<file path="config.mk">
export PLATFORM = sky130hd
export DESIGN_NAME = double_ended_queue
export DESIGN_NICKNAME = d
export VERILOG_FILES = /design/src/rtl/deq_pkg.sv /design/src/rtl/double_ended_queue.sv
export VERILOG_INCLUDE_DIRS = /design/src /design/src/rtl
export SDC_FILE = /design/constraint.sdc
export NUM_CORES = 2
export LEC_CHECK = 0
export BUFFER_PORTS_ARGS = -buffer_cell sky130_fd_sc_hd__buf_2
export CAP_MARGIN = 20
export CORE_MARGIN = 5
export CORE_UTILIZATION = 32
export CTS_CLUSTER_DIAMETER = 50
export DETAILED_ROUTE_END_ITERATION = 6
export HOLD_SLACK_MARGIN = 0.08
export PLACE_DENSITY = 0.45
export SETUP_SLACK_MARGIN = 0.2
export SLEW_MARGIN = 20
export SYNTH_ARGS = -nofsm -noshare
export SYNTH_HDL_FRONTEND = slang
export SYNTH_SLANG_ARGS = --single-unit
</file>
<file path="constraint.sdc">
create_clock -name clk -period 7.08 [get_ports clk]
set_clock_uncertainty 0.15 [all_clocks]
set_input_delay 1.416 -clock clk [delete_from_list [all_inputs] [get_ports clk]]
set_output_delay 1.416 -clock clk [all_outputs]
set_load 0.01 [all_outputs]
</file>
<file path="src/rtl/assert_macros.svh">
// Concurrent assertion macros for the double-ended queue RTL.
`ifndef ASSERT_MACROS_SVH
`define ASSERT_MACROS_SVH

`ifndef SYNTHESIS

// Check prop on every clock edge outside reset.
`define ASSERT_CLK(label, clk, rst, prop, msg) \
  label: assert property (@(posedge clk) disable iff (rst) prop) else $error(msg);

// Check prop on every clock edge, reset included.
`define ASSERT_ALWAYS(label, clk, prop, msg) \
  label: assert property (@(posedge clk) prop) else $error(msg);

`else

`define ASSERT_CLK(label, clk, rst, prop, msg)
`define ASSERT_ALWAYS(label, clk, prop, msg)

`endif

`endif

</file>
<file path="src/rtl/deq_pkg.sv">
// Types and codes shared by the double-ended queue RTL.
package deq_pkg;

  // Command codes on opcode
  typedef enum logic [1:0] {
    OP_PUSH_FRONT = 2'd0,
    OP_PUSH_BACK  = 2'd1,
    OP_DUMP_FWD   = 2'd2,
    OP_DUMP_REV   = 2'd3
  } op_t;

  // Result codes on kind
  typedef enum logic [1:0] {
    KIND_DATA     = 2'd0,
    KIND_ACCEPTED = 2'd1,
    KIND_FULL     = 2'd2,
    KIND_EMPTY    = 2'd3
  } kind_t;

  // Sequencer states
  typedef enum logic {
    ST_IDLE = 1'b0,
    ST_DUMP = 1'b1
  } state_t;

endpackage

</file>
<file path="src/rtl/double_ended_queue.sv">
// Double-ended queue of signed 32-bit values in a ring memory.
//
//  channel   | handshake            | payload
//  ----------+----------------------+-----------------------
//  command   | start / busy         | opcode, value
//  result    | strobe (one cycle)   | kind, element, last
//
// A push's single result beat appears the cycle after acceptance, and busy
// stays low, so pushes can be issued every cycle. A dump holds busy high
// while the ring memory is read one entry per cycle; each data beat appears
// in the cycle after its read. A dump of an empty queue answers with a
// single EMPTY beat, like a push.
// rst is synchronous and empties the queue; memory contents are not cleared.
// Result beats cannot be stalled: the receiver must take each strobe.
`include "assert_macros.svh"

module double_ended_queue
  import deq_pkg::*;
#(
  parameter int CAPACITY = 64
) (
  input  logic               clk,
  input  logic               rst,
  input  logic               start,
  output logic               busy,
  input  logic [1:0]         opcode,
  input  logic signed [31:0] value,
  output logic               strobe,
  output logic [1:0]         kind,
  output logic signed [31:0] element,
  output logic               last
);

  localparam int IDX_W = $clog2(CAPACITY);
  localparam int CNT_W = $clog2(CAPACITY + 1);
  localparam int SUM_W = CNT_W + 1;

  // Ring memory
  logic signed [31:0] store [CAPACITY];
  logic signed [31:0] rd_data;

  // Control state
  state_t           state, state_next;
  logic [IDX_W-1:0] front_index, front_index_next;
  logic [CNT_W-1:0] occupancy, occupancy_next;
  logic [IDX_W-1:0] rd_addr, rd_addr_next;
  logic [CNT_W-1:0] remain, remain_next;
  logic             reverse, reverse_next;

  // Result beat registers
  logic             strobe_next;
  kind_t            kind_q, kind_next;
  logic             last_next;
  logic             sel_data, sel_data_next;

  // Memory access controls
  logic             wr_en;
  logic [IDX_W-1:0] wr_addr;
  logic             rd_en;

  // Slot arithmetic
  logic [SUM_W-1:0] sum_back;
  logic [SUM_W-1:0] sum_tail;
  logic [IDX_W-1:0] back_slot;
  logic [IDX_W-1:0] tail_slot;
  logic [IDX_W-1:0] front_dec;
  logic [IDX_W-1:0] addr_inc;
  logic [IDX_W-1:0] addr_dec;
  logic             full;

  // Wrap the back and tail slots with one compare and subtract
  always_comb begin
    sum_back  = SUM_W'(front_index) + SUM_W'(occupancy);
    sum_tail  = sum_back - SUM_W'(1);
    back_slot = (sum_back >= SUM_W'(CAPACITY)) ?
                IDX_W'(sum_back - SUM_W'(CAPACITY)) : IDX_W'(sum_back);
    tail_slot = (sum_tail >= SUM_W'(CAPACITY)) ?
                IDX_W'(sum_tail - SUM_W'(CAPACITY)) : IDX_W'(sum_tail);
    front_dec = (front_index == '0) ? IDX_W'(CAPACITY - 1) : front_index - IDX_W'(1);
    addr_inc  = (rd_addr == IDX_W'(CAPACITY - 1)) ? '0 : rd_addr + IDX_W'(1);
    addr_dec  = (rd_addr == '0) ? IDX_W'(CAPACITY - 1) : rd_addr - IDX_W'(1);
    full      = (occupancy >= CNT_W'(CAPACITY));
  end

  // Next state, memory controls and result beat
  always_comb begin
    state_next       = state;
    front_index_next = front_index;
    occupancy_next   = occupancy;
    rd_addr_next     = rd_addr;
    remain_next      = remain;
    reverse_next     = reverse;
    strobe_next      = 1'b0;
    kind_next        = kind_q;
    last_next        = last;
    sel_data_next    = 1'b0;
    wr_en            = 1'b0;
    wr_addr          = back_slot;
    rd_en            = 1'b0;

    case (state)
      ST_IDLE: begin
        if (start) begin
          strobe_next = 1'b1;
          last_next   = 1'b1;
          case (op_t'(opcode))
            OP_PUSH_FRONT, OP_PUSH_BACK: begin
              if (full) begin
                kind_next = KIND_FULL;
              end else begin
                kind_next      = KIND_ACCEPTED;
                wr_en          = 1'b1;
                occupancy_next = occupancy + CNT_W'(1);
                if (op_t'(opcode) == OP_PUSH_FRONT) begin
                  wr_addr          = front_dec;
                  front_index_next = front_dec;
                end
              end
            end
            OP_DUMP_FWD, OP_DUMP_REV: begin
              if (occupancy == '0) begin
                kind_next = KIND_EMPTY;
              end else begin
                // Hold the beat back; data beats come from the read pipe
                strobe_next  = 1'b0;
                state_next   = ST_DUMP;
                remain_next  = occupancy;
                reverse_next = (op_t'(opcode) == OP_DUMP_REV);
                rd_addr_next = (op_t'(opcode) == OP_DUMP_REV) ? tail_slot : front_index;
              end
            end
            default: begin
              kind_next = KIND_EMPTY;
            end
          endcase
        end
      end
      ST_DUMP: begin
        // Read one entry, advance the address, flag the final beat
        rd_en         = 1'b1;
        strobe_next   = 1'b1;
        kind_next     = KIND_DATA;
        sel_data_next = 1'b1;
        last_next     = (remain == CNT_W'(1));
        remain_next   = remain - CNT_W'(1);
        rd_addr_next  = reverse ? addr_dec : addr_inc;
        if (remain == CNT_W'(1)) begin
          state_next = ST_IDLE;
        end
      end
      default: begin
        state_next = ST_IDLE;
      end
    endcase
  end

  // Control registers
  always_ff @(posedge clk) begin
    if (rst) begin
      state       <= ST_IDLE;
      front_index <= '0;
      occupancy   <= '0;
      strobe      <= 1'b0;
    end else begin
      state       <= state_next;
      front_index <= front_index_next;
      occupancy   <= occupancy_next;
      strobe      <= strobe_next;
    end
  end

  // Payload registers
  always_ff @(posedge clk) begin
    rd_addr  <= rd_addr_next;
    remain   <= remain_next;
    reverse  <= reverse_next;
    kind_q   <= kind_next;
    last     <= last_next;
    sel_data <= sel_data_next;
  end

  // Memory write port
  always_ff @(posedge clk) begin
    if (wr_en) begin
      store[wr_addr] <= value;
    end
  end

  // Memory read port, registered data
  always_ff @(posedge clk) begin
    if (rd_en) begin
      rd_data <= store[rd_addr];
    end
  end

  assign busy    = (state == ST_DUMP);
  assign kind    = kind_q;
  assign element = sel_data ? rd_data : '0;

  // Checks
  `ASSERT_CLK(a_occ_bound, clk, rst, occupancy <= CNT_W'(CAPACITY), "occupancy above capacity")
  `ASSERT_CLK(a_strobe_cause, clk, rst, strobe |-> ($past(start && !busy) || $past(state == ST_DUMP)), "result beat without a cause")
  `ASSERT_CLK(a_dump_stable, clk, rst, (state == ST_DUMP) |=> ($stable(occupancy) && $stable(front_index)), "queue changed during dump")
  `ASSERT_CLK(a_single_last, clk, rst, (strobe && (kind_q != KIND_DATA)) |-> last, "status beat not marked last")

endmodule

</file>
## After elaboration in Yosys (flattened, before gate mapping)

Memories as Yosys holds them, arrays and structs flattened. A register that Yosys moved wholly into a read port is not among the register bits.
Cells that the tools add are included.
Widths: inputs -> output; s select.

- Flip-flop bits (word level): 33
- Bits in latches: 0
- Output and inout bits: 37
- Memories: 1
- Word-level logic and storage cells: 90
- RAM bits: 2048
- Input bits: 37
- Memory bits (read-only): 0

- Muxes and demuxes: 44
- $lt $le $gt $ge: 3
- Shift operators: 0
- Add/subtract/negate cells: 9
- $mul: 0
- Bitwise gates (word level): 3
- Reduce and logical (&&, ||, !) cells: 11
- Divide/modulo/power cells: 0
- Eq/ne operators: 9

Memory list:

| name | depth | width | read ports | clocked after Yosys merged registers in | write ports | RTL line | source |
|---|---|---|---|---|---|---|---|
| store | 64 | 32 | 1 | 1 | 1 | double_ended_queue.sv:39 | `logic signed [31:0] store [CAPACITY];` |

Operators by type and width:

| operator | number |
|---|---|
| $mux 6 | 15 |
| $mux 32 | 1 |
| $sub 6x1->6 const B | 4 |
| $mux 7 | 3 |
| $ge 8x7->1 const B | 2 |
| $mux 1 | 15 |
| $pmux 7 s2 | 1 |
| $logic_not 6->1 | 2 |
| $pmux 6 s2 | 1 |
| $add 6x7->8 | 1 |
| $pmux 2 s2 | 2 |
| $reduce_and 4->1 | 2 |
| $sub 8x1->8 const B | 1 |
| $add 7x1->7 const B | 1 |
| $eq 7x1->1 const B | 1 |
| $ge 7x7->1 const B | 1 |
| $logic_not 7->1 | 1 |
| $sub 7x1->7 const B | 1 |
| $add 6x1->6 const B | 1 |
| $eq 6x6->1 const B | 1 |
| $mux 2 | 3 |
| $pmux 1 s2 | 3 |
| $reduce_and 5->1 | 1 |
| $eq 2x2->1 const B | 2 |
| 9 further kinds | 13 |

## Logic depth before layout (Yosys ltp)

- Depth in word-level cells: 9
- Depth in mapped cells: 12
- Gate-level depth less buffers: 8

## Worst setup path before layout

No wires, ideal clock.

- Path type: input port to flip-flop
- Start point: input opcode[1]
- End point: memory store[47][0], enable pin
- Slack: 2267 ps
- Required time: 6509 ps
- Buffers on the path: 2
- Stages: 7
- Data arrival time: 4242 ps
- Library setup time: 421 ps
- Cells stage by stage: or4b_1 buf_2 or2_0 buf_4 a21boi_4 nand3_1 nor2_1

- Longest elaborated chain between the ends: 7
- Elaborated cells on any way between the ends: 13
- Classes of those cells: eq/ne: 1; mux: 10; reduce/logical: 2

Ends and longest elaborated chain:

| element | RTL line | source |
|---|---|---|
| from (decl) | double_ended_queue.sv:26 | `input logic [1:0] opcode,` |
| $eq 2x1->1 or $logic_not 2->1 (tied branches) | double_ended_queue.sv:106, double_ended_queue.sv:114 |  |
| $reduce_or 2->1 | double_ended_queue.sv:106 | `case (op_t'(opcode))` |
| $mux 1 | double_ended_queue.sv:106 |  |
| $mux 1 | double_ended_queue.sv:103 | `if (start) begin` |
| $mux 1 | double_ended_queue.sv:101 | `case (state)` |
| $mux 1 | double_ended_queue.sv:184 | `if (wr_en) begin` |
| $mux 1 (not written as such) | double_ended_queue.sv:185 | `store[wr_addr] <= value;` |
| to (decl) | double_ended_queue.sv:39 |  |

Several ways; a longest one is shown, not always the timed one.

## Final worst setup path

- Start point: input opcode[1]
- End point: memory store[51][21], enable pin

Same word-level chain as after synthesis.

==> metrics <==
fin crit period 4750 ps; Slew @ Worst Pin 1260 ps; I/O pins 74; Post-CTS Resized 0; RSZ-0062 raised after global routing no; Total Routing Usage GR 0.184; startpoint types primary input; clock tree buffer depth 4; vias in the first global route 40200; Reg clk slew, reported paths 50 ps; Achievable Freq 211 MHz; crit path max fanout 32; Port-buffer cells 73; Wirelength per Cell 32.7 um; register bit total from synthesis 2113; placer congestion estimate 0.780; crit end category register; die area 266000 sq um; Clock Latency Late Sink 880 ps; max_cap viols 0; Slew Limit Fails 0; routed vias 40100; Mean Syn Cell Area 22.0 sq um; EDFF count, synth 2097; Detailed Place HPWL 150 mm; Synth Instances 3733; status finished clean; CTS Sinks 2113; Hold Crit Class register to register; initial antenna violation count 25; crit share post-route 0.670; syn nets 3786; vias per cell 5.27; Rel. slew slack 0.148; Design Power 28.8 mW; worst path required time 7430 ps; TritonCTS Buffers 286; synthesized area 82000 sq um; Pwr Density 298 nW/um^2; Final Setup Violations 0; register area share after synthesis 0.772; post-synth top area share 0.768; Antenna Nets Post-Route 0; GRT overflow 0; final hold violations 0; critical path's top delay family simple AND/OR/NAND/NOR gates; Final Cell Area 96600 sq um; DRC 0; cts hold-fix bufs 0; worst path cell trace buf_2 > or4b_1 > or2_0 > a21boi_4 > nand3_2 > nor2_4; First-pass DRT Iterations 7; library cells used by synthesis 77; std cell rows 185; slowest stage cell, crit path nor2_4; setup TNS 0 ps; pin count of the biggest net entering global routing 80; Die W 516 um; P&R area growth vs syn 17.8%; share of cells above drive strength 1 0.298; Clk Tree Root Cell clkbuf_16; Die H 516 um; Syn. warnings 0; CP arrival 5090 ps; Starting DRT DRC Count 4917; setup repair bufs after CTS 0; Routed WL 249 mm; CTS tree yes; Peak VDD IR 0.000261 V; leakage dissipation 30.1 nW; initial core utilization 0.322; first-pass GRT wire length 340 mm; nets 4095; Core ar. 255000 sq um; largest cells by area after synthesis edfxtp_1 (77%), mux4_2 (15%), mux2i_1 (0.95%); CP bufs+invs 1; Crit Path Class primary input to register; post-layout util 0.379; Async S/R FF share, synth 0; Synth area leader edfxtp_1; H-tree depth 5; Placed Area 87700 sq um; CP peak stage delay 1120 ps; predominant post-synthesis flop cell edfxtp_1
[registers in the layout, summed over array words and instances, names as in the netlist, 2 cells and up]
signal	flops
occupancy	7
remain	7
front_index	6
rd_addr	6
kind	2
store	2048
rd_data	32
[synthesized netlist by cell type, drive strengths merged, types with 5 or more instances]
cell type     n
a211o        15
a211oi       46
a21o          7
a21oi        52
a221oi        5
a22oi        18
a31oi        45
and2         73
buf         136
clkbuf       67
dfxtp        16
edfxtp     2097
ha           15
inv          19
mux2         16
mux2i        78
mux4        534
nand2       143
nand3        26
nor2        130
nor2b        10
nor3         19
o21ai        27
o221ai       13
o22ai        39
or3           7
xnor2         8
xor2         13
[layout by cell type (no fill, tap or decap), types with 16 or more instances in the layout]
cell type,count
edfxtp_1,2097
mux4_2,534
clkbuf_16,293
nand2_1,143
buf_4,130
mux2i_1,78
and2_1,69
nor2_4,67
nor2_1,63
buf_2,51
clkbuf_1,50
a21oi_1,49
a211oi_1,46
a31oi_1,45
clkinv_1,38
o22ai_1,37
buf_12,31
clkinv_2,30
nand3_1,20
nor3_1,19
o21ai_0,19
inv_6,19
a22oi_1,18
inv_1,17
bufinv_16,17
clkinv_4,17
mux2_2,16
[kinds of logic after synthesis]
| logic type | Yosys count | share of synthesized area |
|---|---|---|
| flip-flops | 2113 | 0.772 |
| multiplexers | 628 | 0.158 |
| AND/OR/NAND/NOR | 433 | 0.0246 |
| AO/OA/AOI/OAI | 299 | 0.0261 |
| buffers and inverters | 223 | 0.0139 |
| XOR/XNOR | 21 | 0.00224 |
| adder cells (fa/ha/maj) | 16 | 0.00253 |
[through the flow]
stage / cells / setup WS [ps] / hold slack (ps)
3_5_place_dp: 7114 / 1400 / 385
5_1_grt: 7602 / 2310 / 420
2_1_floorplan: 3733 / 2270 / 338
4_1_cts: 7594 / 2330 / 398
3_3_place_gp: 7089 / 1250 / 396
6_report: 7614 / 2330 / 399
[area by class of cell]
type                       instances  area [sq um]
sequential                      2113         63300
tap                             3366          4210
clock inverter                   136          1250
inverter                          20          76.3
clock buffer                     344          7530
antenna                           14          35.0
timing repair buffer             224          2150
multi-input combinational       1397         18000
fill                           23000        158000
[where the power goes]
| part | internal (mW) | switching (mW) |
|---|---|---|
| Sequential | 13.8 | 0.0283 |
| Combinational | 0.422 | 0.978 |
| Clock | 8.20 | 5.31 |
[worst paths after layout]
kind / startpoint / end / slack (ps) / cells after the start
setup reg to reg: rd_addr[2] / rd_data[20] / 2550 / 7
setup / recovery: opcode[1] / store[51][21] / 2330 / 6
hold / removal: occupancy[0] / occupancy[0] / 400 / 2
hold reg to reg: occupancy[0] / occupancy[0] / 400 / 2
[per-layer routing]
| layer | up-vias | routed length [um] | track usage |
|---|---|---|---|
| li1 | 16400 | - | - |
| met1 | 21900 | 113000 | 0.276 |
| met2 | 1457 | 115000 | 0.284 |
| met3 | 334 | 15400 | 0.0273 |
| met4 | 0 | 5570 | 0.0428 |
| met5 | - | 0 | 0 |
[worst register-to-register path, delay by kind of cell (launching register included)]
family | cells | cell delay (ps)
simple gates | 2 | 260
flops | 1 | 960
buf+inv | 1 | 640
mux | 1 | 450
compound gates | 3 | 1810
Note: power is estimated with default switching activity, not from simulation.
